<file path="src/hw/rtl/vmntc_pkg.sv">
// ---------------------------------------------------------------------------
// vmntc_pkg
// shared opcodes, stage payload types and float format constants
// ---------------------------------------------------------------------------
package vmntc_pkg;

    typedef enum logic [3:0] {
        OP_I2L = 4'd0,  OP_I2F = 4'd1,  OP_I2D = 4'd2,  OP_L2I = 4'd3,
        OP_L2F = 4'd4,  OP_L2D = 4'd5,  OP_F2I = 4'd6,  OP_F2L = 4'd7,
        OP_F2D = 4'd8,  OP_D2I = 4'd9,  OP_D2L = 4'd10, OP_D2F = 4'd11,
        OP_I2B = 4'd12, OP_I2C = 4'd13, OP_I2S = 4'd14, OP_NONE = 4'd15
    } op_t;

    // result path chosen in the front stage
    typedef enum logic [2:0] {
        PATH_DIRECT = 3'd0,   // value ready in front stage
        PATH_PACK   = 3'd1,   // normalize and round into a float format
        PATH_TOINT  = 3'd2,   // float to integer
        PATH_SPEC   = 3'd3    // special value ready
    } path_t;

    // front stage output: unpacked sign, magnitude and exponent
    typedef struct packed {
        path_t        path;
        logic         is_wide;
        logic         neg;
        logic         dst_dp;      // pack target is double
        logic         dst_long;    // to-int target is long
        logic [63:0]  mag;         // magnitude, or direct value
        logic signed [12:0] exp;   // value = mag * 2^exp
    } front_t;

    // normalize stage output
    typedef struct packed {
        path_t        path;
        logic         is_wide;
        logic         neg;
        logic         dst_dp;
        logic         dst_long;
        logic [63:0]  mag;         // normalized (msb set) or direct value
        logic signed [13:0] bexp;  // biased exponent of msb, or shift count
        logic         zero;
    } norm_t;

    localparam int unsigned SP_MBITS = 23;
    localparam int unsigned DP_MBITS = 52;
    localparam logic [12:0] SP_BIAS  = 13'd127;
    localparam logic [12:0] DP_BIAS  = 13'd1023;

endpackage

</file>
<file path="src/hw/rtl/vm_numeric_type_converter.sv">
// pipeline: an accepted item is registered in f_reg, then n_reg, then v_reg and w_reg, which drive m_tdata
// throughput: one item per cycle while m_tready is high; a stage advances when the one after it is empty or moving
// reset: aresetn synchronous active low clears the stage valid bits only
// ---------------------------------------------------------------------------
// vm_numeric_type_converter
// three-stage primitive type conversion pipeline: unpack, normalize, round
// ---------------------------------------------------------------------------
module vm_numeric_type_converter (
    input  logic        aclk,
    input  logic        aresetn,
    input  logic        s_tvalid,
    output logic        s_tready,
    input  logic [71:0] s_tdata,   // [3:0] cmd, [67:4] operand, [71:68] zero
    output logic        m_tvalid,
    input  logic        m_tready,
    output logic [71:0] m_tdata    // [63:0] result_value, [64] result_is_wide
);
    vmntc_pkg::front_t f_next, f_reg;
    vmntc_pkg::norm_t  n_next, n_reg;
    logic [63:0] v_next, v_reg;
    logic        w_next, w_reg;
    logic        v1_reg, v2_reg, v3_reg;
    logic        adv3, adv2, adv1;

    // each stage moves when the one after it is empty or moving
    assign adv3 = !v3_reg || m_tready;
    assign adv2 = !v2_reg || adv3;
    assign adv1 = !v1_reg || adv2;
    assign s_tready = adv1;

    vmntc_front u_front (.cmd(s_tdata[3:0]), .operand(s_tdata[67:4]), .f(f_next));
    vmntc_norm  u_norm  (.f(f_reg), .n(n_next));
    vmntc_back  u_back  (.n(n_reg), .value(v_next), .is_wide(w_next));

    always_ff @(posedge aclk) begin
        if (!aresetn) begin
            v1_reg <= 1'b0;
            v2_reg <= 1'b0;
            v3_reg <= 1'b0;
        end else begin
            if (adv1) v1_reg <= s_tvalid;
            if (adv2) v2_reg <= v1_reg;
            if (adv3) v3_reg <= v2_reg;
        end
    end

    // payload registers, no reset
    always_ff @(posedge aclk) begin
        if (adv1) f_reg <= f_next;
        if (adv2) n_reg <= n_next;
        if (adv3) begin
            v_reg <= v_next;
            w_reg <= w_next;
        end
    end

    assign m_tvalid = v3_reg;
    assign m_tdata  = {7'd0, w_reg, v_reg};

`ifndef SYNTH
    a_hold: assert property (@(posedge aclk) disable iff (!aresetn)
        m_tvalid && !m_tready |=> m_tvalid && $stable(m_tdata))
        else $error("result changed while stalled");
    a_narrow: assert property (@(posedge aclk) disable iff (!aresetn)
        m_tvalid && !m_tdata[64] |-> m_tdata[63:32] == 32'd0)
        else $error("narrow result has high word set");
    a_flow: assert property (@(posedge aclk) disable iff (!aresetn)
        v1_reg && v2_reg && v3_reg && !m_tready |-> !s_tready)
        else $error("full pipe accepted an item");
`endif
endmodule

</file>
<file path="src/hw/rtl/vmntc_front.sv">
// ---------------------------------------------------------------------------
// vmntc_front
// decode opcode, unpack operand, handle direct and special results
// ---------------------------------------------------------------------------
module vmntc_front (
    input  logic [3:0]          cmd,
    input  logic [63:0]         operand,
    output vmntc_pkg::front_t   f
);
    logic [31:0] lo;
    logic        fs, ds;
    logic [7:0]  fe;
    logic [10:0] de;
    logic [22:0] ff;
    logic [51:0] df;

    assign lo = operand[31:0];
    assign fs = lo[31];
    assign fe = lo[30:23];
    assign ff = lo[22:0];
    assign ds = operand[63];
    assign de = operand[62:52];
    assign df = operand[51:0];

    always_comb begin
        f = '0;
        f.path = vmntc_pkg::PATH_DIRECT;
        unique case (vmntc_pkg::op_t'(cmd))
            vmntc_pkg::OP_I2L: begin
                f.mag = {{32{lo[31]}}, lo};
                f.is_wide = 1'b1;
            end
            vmntc_pkg::OP_I2F, vmntc_pkg::OP_I2D: begin
                f.path = vmntc_pkg::PATH_PACK;
                f.neg = lo[31];
                f.mag = {32'd0, lo[31] ? (32'd0 - lo) : lo};
                f.dst_dp = (cmd == vmntc_pkg::OP_I2D);
                f.is_wide = f.dst_dp;
            end
            vmntc_pkg::OP_L2I: f.mag = {32'd0, lo};
            vmntc_pkg::OP_L2F, vmntc_pkg::OP_L2D: begin
                f.path = vmntc_pkg::PATH_PACK;
                f.neg = operand[63];
                f.mag = operand[63] ? (64'd0 - operand) : operand;
                f.dst_dp = (cmd == vmntc_pkg::OP_L2D);
                f.is_wide = f.dst_dp;
            end
            vmntc_pkg::OP_F2I, vmntc_pkg::OP_F2L: begin
                f.dst_long = (cmd == vmntc_pkg::OP_F2L);
                f.is_wide = f.dst_long;
                f.neg = fs;
                if (fe == 8'hff && ff != 0) f.path = vmntc_pkg::PATH_SPEC;
                else if (fe == 8'd0) f.path = vmntc_pkg::PATH_SPEC;
                else begin
                    f.path = vmntc_pkg::PATH_TOINT;
                    f.mag = {40'd0, 1'b1, ff};
                    f.exp = 13'(signed'({5'd0, fe})) - 13'sd150;
                end
            end
            vmntc_pkg::OP_D2I, vmntc_pkg::OP_D2L: begin
                f.dst_long = (cmd == vmntc_pkg::OP_D2L);
                f.is_wide = f.dst_long;
                f.neg = ds;
                if (de == 11'h7ff && df != 0) f.path = vmntc_pkg::PATH_SPEC;
                else if (de == 11'd0) f.path = vmntc_pkg::PATH_SPEC;
                else begin
                    f.path = vmntc_pkg::PATH_TOINT;
                    f.mag = {11'd0, 1'b1, df};
                    f.exp = 13'(signed'({2'd0, de})) - 13'sd1075;
                end
            end
            vmntc_pkg::OP_F2D: begin
                f.is_wide = 1'b1;
                f.dst_dp = 1'b1;
                f.neg = fs;
                if (fe == 8'hff) begin
                    f.path = vmntc_pkg::PATH_SPEC;
                    f.mag = {fs, 11'h7ff,
                             (ff != 0) ? {1'b1, ff[21:0], 29'd0} : 52'd0};
                end else begin
                    f.path = vmntc_pkg::PATH_PACK;
                    f.mag = {40'd0, (fe != 0), ff};
                    f.exp = (fe == 0) ? -13'sd149
                          : 13'(signed'({5'd0, fe})) - 13'sd150;
                end
            end
            vmntc_pkg::OP_D2F: begin
                f.neg = ds;
                if (de == 11'h7ff) begin
                    f.path = vmntc_pkg::PATH_SPEC;
                    f.mag = {32'd0, ds, 8'hff,
                             (df != 0) ? {1'b1, df[50:29]} : 23'd0};
                end else begin
                    f.path = vmntc_pkg::PATH_PACK;
                    f.mag = {11'd0, (de != 0), df};
                    f.exp = (de == 0) ? -13'sd1074
                          : 13'(signed'({2'd0, de})) - 13'sd1075;
                end
            end
            vmntc_pkg::OP_I2B: f.mag = {32'd0, {24{lo[7]}}, lo[7:0]};
            vmntc_pkg::OP_I2C: f.mag = {48'd0, lo[15:0]};
            vmntc_pkg::OP_I2S: f.mag = {32'd0, {16{lo[15]}}, lo[15:0]};
            vmntc_pkg::OP_NONE: f.mag = '0;
            default: f.mag = '0;
        endcase
    end
endmodule

</file>
<file path="src/hw/rtl/vmntc_norm.sv">
// ---------------------------------------------------------------------------
// vmntc_norm
// leading-one normalize for packing, shift setup for float to integer
// ---------------------------------------------------------------------------
module vmntc_norm (
    input  vmntc_pkg::front_t f,
    output vmntc_pkg::norm_t  n
);
    logic [5:0]  lz;
    logic        found;
    logic signed [13:0] bias;

    // leading zero count via priority scan over independent bits
    always_comb begin
        lz = '0;
        found = 1'b0;
        for (int i = 63; i >= 0; i--) begin
            if (!found && f.mag[i]) begin
                lz = 6'(63 - i);
                found = 1'b1;
            end
        end
    end

    assign bias = f.dst_dp ? 14'(vmntc_pkg::DP_BIAS) : 14'(vmntc_pkg::SP_BIAS);

    always_comb begin
        n.path = f.path;
        n.is_wide = f.is_wide;
        n.neg = f.neg;
        n.dst_dp = f.dst_dp;
        n.dst_long = f.dst_long;
        n.zero = !found;
        n.mag = f.mag;
        n.bexp = 14'(f.exp);
        if (f.path == vmntc_pkg::PATH_PACK) begin
            n.mag = f.mag << lz;
            // biased exponent of bit 63 after normalization
            n.bexp = 14'(f.exp) + 14'sd63 - 14'(signed'({8'd0, lz})) + bias;
        end
    end
endmodule

</file>
<file path="src/hw/rtl/vmntc_back.sv">
// ---------------------------------------------------------------------------
// vmntc_back
// round and pack to float, truncate and saturate to integer, or pass direct and special values
// ---------------------------------------------------------------------------
module vmntc_back (
    input  vmntc_pkg::norm_t n,
    output logic [63:0]      value,
    output logic             is_wide
);
    logic [6:0]  shift;
    logic [63:0] kept, rem, half, body;
    logic        rup;
    logic [10:0] emax;
    logic [5:0]  mb;
    logic [6:0]  extra;
    logic [63:0] sbit;
    logic signed [13:0] unb;
    logic [63:0] ti;
    logic [63:0] maxpos;

    assign mb   = n.dst_dp ? 6'(vmntc_pkg::DP_MBITS) : 6'(vmntc_pkg::SP_MBITS);
    assign emax = n.dst_dp ? 11'h7ff : 11'h0ff;
    assign sbit = n.dst_dp ? {n.neg, 63'd0} : {32'd0, n.neg, 31'd0};

    always_comb begin
        extra = '0;
        if (n.bexp < 14'sd1)
            extra = (n.bexp < -14'sd70) ? 7'd70 : 7'(14'sd1 - n.bexp);
        shift = 7'(7'd63 - {1'b0, mb}) + extra;
        kept = (shift < 7'd64) ? (n.mag >> shift[5:0]) : 64'd0;
        rem  = (shift < 7'd64) ? (n.mag & ((64'd1 << shift[5:0]) - 64'd1)) : n.mag;
        half = (shift <= 7'd64) ? (64'd1 << 6'(shift - 7'd1)) : 64'd0;
        rup  = (shift <= 7'd64) && ((rem > half) || (rem == half && kept[0]));
        if (shift > 7'd64) kept = '0;
        kept = kept + {63'd0, rup};
        if (n.bexp >= 14'sd1)
            body = ({50'd0, 14'(n.bexp - 14'sd1)} << mb) + kept;
        else
            body = kept;
        if ((body >> mb) >= {53'd0, emax} || n.bexp >= $signed({3'd0, emax}))
            body = {53'd0, emax} << mb;
    end

    // float to integer: mag * 2^bexp, bexp is unbiased - mbits
    always_comb begin
        maxpos = n.dst_long ? 64'h7fffffffffffffff : 64'h000000007fffffff;
        unb = n.bexp + (n.mag[52] ? 14'sd52 : 14'sd23);
        if (unb >= (n.dst_long ? 14'sd63 : 14'sd31))
            ti = n.neg ? (maxpos + 64'd1) : maxpos;
        else if (unb < 14'sd0)
            ti = '0;
        else begin
            if (n.bexp >= 14'sd0) ti = n.mag << n.bexp[5:0];
            else                  ti = n.mag >> 6'(-n.bexp);
            if (n.neg) ti = 64'd0 - ti;
        end
        if (!n.dst_long) ti = {32'd0, ti[31:0]};
    end

    always_comb begin
        is_wide = n.is_wide;
        unique case (n.path)
            vmntc_pkg::PATH_PACK:  value = n.zero ? sbit : (sbit | body);
            vmntc_pkg::PATH_TOINT: value = ti;
            default:               value = n.mag;
        endcase
    end
endmodule
</file>
<file path="config.mk">
export PLATFORM = sky130hd
export DESIGN_NAME = vm_numeric_type_converter
export DESIGN_NICKNAME = d
export VERILOG_FILES = /design/src/hw/rtl/vmntc_pkg.sv /design/src/hw/rtl/vm_numeric_type_converter.sv /design/src/hw/rtl/vmntc_front.sv /design/src/hw/rtl/vmntc_norm.sv /design/src/hw/rtl/vmntc_back.sv
export SDC_FILE = /design/constraint.sdc
export NUM_CORES = 2
export LEC_CHECK = 0
export BUFFER_PORTS_ARGS = -buffer_cell sky130_fd_sc_hd__buf_2
export CELL_PAD_IN_SITES_DETAIL_PLACEMENT = 1
export CELL_PAD_IN_SITES_GLOBAL_PLACEMENT = 1
export CORE_ASPECT_RATIO = 0.75
export CORE_UTILIZATION = 35
export CTS_BUF_LIST = sky130_fd_sc_hd__clkbuf_4 sky130_fd_sc_hd__clkbuf_8
export DETAILED_ROUTE_END_ITERATION = 10
export PLACE_DENSITY_LB_ADDON = 0.1
export RECOVER_POWER = 50
export SLEW_MARGIN = 20
export SYNTH_ARGS = -nofsm -noshare
export SYNTH_HDL_FRONTEND = slang
export SYNTH_HIERARCHICAL = 1
export SYNTH_SLANG_ARGS = --single-unit
</file>
<file path="constraint.sdc">
create_clock -name aclk -period 30.6 [get_ports aclk]
set_clock_uncertainty 0.15 [all_clocks]
set_input_delay 1.53 -clock aclk [delete_from_list [all_inputs] [get_ports aclk]]
set_output_delay 1.53 -clock aclk [all_outputs]
set_load 0.02 [all_outputs]
</file>
======== After elaboration in Yosys (flattened, before gate mapping) ========
Cells that the tools add are included.
word-level totals
  flip-flop bits (word level) ............. 238
  bits of input ports ..................... 76
  output and inout bits ................... 74
  logic and storage cells ................. 417
cells by class
  add/sub/neg operators ................... 19
  magnitude comparators ................... 12
  equality and inequality tests ........... 21
  shift-type cells ........................ 9
  muxes and demuxes ....................... 180
  bitwise gates (word level) .............. 2
  reduce and logical (&&, ||, !) cells .... 154
operators with widths
  operator               count
  $mux 64                18
  $pmux 64 s12           1
  $mux 6                 35
  $shr 64x6->64          3
  $mux 77                2
  $pmux 64 s2            1
  $shl 1x6->64 const A   2
  $shl 64x6->64          2
  $sub 1x64->64 const A  2
  $mux 5                 16
  $mux 78                1
  $mux 1                 69
  $logic_and 1x1->1      67
  $logic_not 1->1        67
  $mux 66                1
  $add 64x1->64          1
  $add 64x1->64 const B  1
  $add 64x64->64         1
  $and 64x64->64         1
  $eq 64x64->1           1
  $ge 64x11->1           1
  $gt 64x64->1           1
  $or 64x64->64          1
  $shl 11x6->64          1
  62 further kinds       101

======== Longest topological paths before layout ========
  depth after elaboration ................. 193
  mapped depth ............................ 88
  depth with buffers taken out ............ 73

======== Modules after synthesis ========
Netlist, hierarchy kept.
modules (own cells, without submodules)
  module                     instances  cells each  area an instance (um^2)  sequential area each (um^2)
  vmntc_back                 1          3,824       25,837.3                 0.0
  vmntc_norm                 1          1,153       7,280.7                  0.0
  vm_numeric_type_converter  1          256         7,243.2                  7,116.8
  vmntc_front                1          684         4,102.7                  0.0

======== Worst setup path before layout ========
OpenSTA, ideal clock, no wires.
  path kind ............................... register to register
  start point ............................. reg n_reg[2] (netlist bit)
  end point ............................... reg v_reg[12] (data pin)
  setup time .............................. 0.275 ns
  data arrival time ....................... 17.363 ns
  path slack .............................. 12.812 ns
  stages on the path, launching flop included .. 83
  path buffers ............................ 15
  clock period less this slack ............ 17.788 ns
  path through ............................ edfxtp_1 buf_2 buf_1 buf_1 clkbuf_1 buf_1 clkbuf_1 inv_1 ha_1 nor3b_4 nand4_4 o21a_1 a21oi_1 ha_1 ha_1 inv_1 fa_1 buf_2 (+47 left out) o21ai_0 nand2b_1 a21o_1 nor3_1 mux2i_1 a21oi_1 a21oi_1 ha_1 and4_1 nand4_1 and4b_1 a41oi_2 nor4_4 a2bb2oi_1 nand2b_1 buf_2 buf_2 o221ai_1
between the ends
  word-level cells in the longest chain between the ends .. 22
  elaborated cells between the ends (all ways) .. 53
ends and longest elaborated chain
  item                                                                    RTL line                         source
  start: declaration                                                      vm_numeric_type_converter.sv:19  vmntc_pkg::norm_t n_next, n_reg;
  start signal: assignment                                                vm_numeric_type_converter.sv:50  if (adv2) n_reg <= n_next;
  parallel branches: the longest is 21 deep, another holds $sub 64x1->64  -
  $pmux 64 s2 (*)                                                         vmntc_back.sv:62                 unique case (n.path)
  net v_next[12]                                                          vm_numeric_type_converter.sv:20  logic [63:0] v_next, v_reg;
  end signal: assignment                                                  vm_numeric_type_converter.sv:52  v_reg <= v_next;
  end: declaration                                                        vm_numeric_type_converter.sv:20
Mark *: on every way through the listed nets, which the timed path passes. The select of a mux whose other input is x is not followed.
A chain may end at the register's enable or synchronous reset.

======== Worst setup path in the final report ========
  start point ............................. reg n_reg[1] (netlist bit)
  end point ............................... reg v_reg[56] (data pin)
The elaborated chain is that of the path after synthesis.

==> impl_results.rst <==
.. list-table::
   :header-rows: 1

   * - Metric
     - Value
   * - Status
     - finished with violations
   * - Failing checks
     - capacitance limit, slew limit
   * - Post-Syn Area per Cell
     - 7.51 um2
   * - Required arrival time at the worst endpoint
     - ~31 ns
   * - Final weighted congestion in routability-driven placement
     - ~1.0
   * - # port buffers
     - 138
   * - Min Clock Period, post-route
     - 22.66 ns
   * - Worst rel slew slack
     - -168%
   * - Count of mapped cells out of synthesis
     - 5917
   * - Buffer levels on the longest clock path
     - 3
   * - Number of unique standard cell types used by synthesis
     - 141
   * - Core Util, Final
     - roughly two fifths
   * - Unrepaired setup endpoints after global routing
     - no
   * - Final hold violation count
     - 0
   * - Number of warnings reported in the yosys synthesis log
     - 6
   * - TritonCTS clock tree
     - built
   * - Later-pin clock latency in the skew report
     - 0.73 ns
   * - Maximum level of the CTS H-tree
     - 2
   * - Initial antenna violation count
     - 25
   * - FFs w/ async S/R, synth
     - 0%
   * - Detailed placer's ending HPWL
     - 209000 um
   * - Fin crit share
     - 74.1%
   * - Startpoint class of the critical path
     - register
   * - Overall die height
     - 311 um
   * - Routed wire length
     - 276000 um
   * - Chip Width
     - 414 um
   * - Count of standard-cell rows
     - 112
   * - Grt ovf
     - 0
   * - Hold buffer count at CTS
     - 0
   * - DR vias/cell
     - between 7 and 8
   * - TNS Setup
     - 0 ns
   * - Starting density of the core
     - around 36%
   * - Remaining design rule violation count
     - 0
   * - Detailed Routing Iterations Pass 1
     - 6
   * - Delay of the slowest critical-path stage
     - 1.11 ns
   * - Clk sinks
     - 238
   * - Total die area
     - 128000 um2
   * - Worst VDD drop
     - approximately 0.000085 V
   * - Vias post-DR
     - 52800
   * - Vias in the first global route
     - 48900
   * - Post-layout nets
     - between 5000 and 6000
   * - Post-DR wirelength/cell
     - 37.1 um
   * - Power per unit of standard cell area
     - roughly 80 nW/um2
   * - Ports
     - 150
   * - Clock edge transition at the registers on the reported setup and hold paths
     - 0.07 ns
   * - EDFF count, synth
     - 235
   * - Total CTS buffers
     - 44
   * - FF+latch count, synth
     - 238
   * - CP most frequent cell
     - nand2_1
   * - Crit path max fanout
     - 100
   * - Max Clk Rate
     - 44.1 MHz
   * - GRT Total Usage
     - 41.4%
   * - CTS-repair resized insts
     - 0
   * - Post-synthesis sequential area ratio
     - roughly 16%
   * - Global-route wire length before repair
     - between 300000 and 400000 um
   * - Most numerous cell in the Yosys netlist
     - nand2_1
   * - Cell taking the most area after synthesis
     - edfxtp_1
   * - Worst Setup End Kind
     - register
   * - Slowest CP cell
     - fa_4
   * - Root buffer selected by CTS
     - clkbuf_8
   * - Class of the tightest hold or removal check
     - register to register
   * - Core Box Area
     - 125000 um2
   * - Number of endpoints failing setup at the final stage
     - 0
   * - Max-slew violation count
     - about 210
   * - Leakage Power
     - approximately 0.018 uW
   * - Area grow syn2layout
     - 7.12%
   * - Main area contributors after synthesis
     - edfxtp_1, mux4_2, nand2_1, mux2i_1, a21oi_1
   * - Fraction of post-synthesis cell area in the top cell type by area
     - 15.9%
   * - Max Cap Viol
     - 4
   * - Antenna Violating Nets Remaining
     - 0
   * - Category of the critical setup timing path
     - register to register
   * - Max reg flops
     - 86
   * - Initial detailed-routing violation count
     - roughly 8000
   * - Buffers inserted during post-CTS setup optimization
     - 0
   * - Maximum number of pins on one net before global-route repair
     - 101
   * - Worst hold margin
     - 0.278 ns
   * - Top FF cell, synth
     - edfxtp_1
   * - Worst-margin pin slew
     - 4.03 ns
   * - Share of layout cells above drive strength 1
     - about 14%
   * - Most used standard cells in the synthesized netlist
     - nand2_1, nor2_1, a21oi_1
   * - Data arrival, critical path
     - 22.95 ns
   * - Cell Area, Synth
     - ~44000 um2
## report_power, final
| group | switching, uW | total (uW) | internal [uW] |
|---|---|---|---|
| combinational | 2110 | 3050 | 939 |
| clock | 170 | 337 | 167 |
| sequential | 103 | 524 | 422 |
| total | 2380 | 3910 | 1530 |
## per-layer routing
metal  up-vias  GRT usage [%]  share of wire, %
met2      3561           50.6                36
li1      22300              -                 -
met3       471           19.5                16
met1     26500           62.0                45
met5         -              0             0.050
met4        18           11.1               3.0
## layout make-up
cell class | count | area, um2
Multi-Input combinational cell | 5013 | 34900
Inverter | 116 | 442
Clock buffer | 52 | 666
Antenna cell | 13 | 32.5
Timing Repair Buffer | 337 | 2220
Sequential cell | 238 | 7120
Clock inverter | 29 | 234
Fill cell | 15300 | 77500
Tap cell | 1653 | 2070
## critical path, delay by kind of cell (launching register included)
family,cells,cell delay [ns]
mux,2,0.41
buf+inv,5,1.22
fa+ha+maj,8,3.19
flops,1,0.42
simple gates,28,9.80
xor+xnor,1,0.44
compound gates,22,6.64
## kinds of logic after synthesis
logic type / count (synthesis) / synth area share (%)
AOI/OAI and AO/OA: 1882 / 28.4
xor gates and xnor gates: 212 / 4.18
adders and majority gates: 160 / 4.59
buffers and inverters: 675 / 6.36
DFF: 238 / 16.0
muxes: 483 / 14.9
other: 3 / 0.0253
and+or+nand+nor: 2264 / 25.6
## path summary, 6_finish.rpt
path | depth (start not counted) | to | slack [ns] | startpoint
max | 66 | v_reg[56] | 7.94 | n_reg[1]
min | 0 | n_reg[81] | 0.28 | f_reg[79]
max reg2reg | 66 | v_reg[56] | 7.94 | n_reg[1]
min reg2reg | 0 | n_reg[81] | 0.28 | f_reg[79]
## stage by stage
stage                     cells  area, um2  power (uW)  setup WS, ns
after floorplan            5926      44500        2300         12.81
after detailed placement   7355      46700        3390          8.89
after global placement     7354      46600        3380          9.30
after global routing       7442      47600        4030          7.11
after CTS                  7436      47600        3750          8.79
final                      7451      47600        3910          7.94
## cells in the final DEF (no fill, tap or decap), types with 41 or more instances in the layout
cell type    n
o22ai_1     71
a31oi_1     77
inv_1      102
nor2b_1     46
o21ai_0    333
a21boi_0    46
o221ai_1    42
and2_1      52
mux4_2     131
edfxtp_1   235
nor3_1     178
o21ai_1     58
ha_1       153
buf_2      118
nand2b_1    48
a211oi_1    77
mux2i_1    243
nand4_1    120
buf_4      191
nor2_1     545
o21a_1      48
o31ai_1     68
and3_1      50
o211ai_1    74
nand3_1    197
clkbuf_8    44
mux2_2     105
xor2_1      87
nand2_1    666
a21oi_1    464
or3_1       62
nor4_1      78
a221oi_1    41
a21o_1      47
a22oi_1     87
xnor2_1    114
Note: power is estimated with default switching activity, not from simulation.
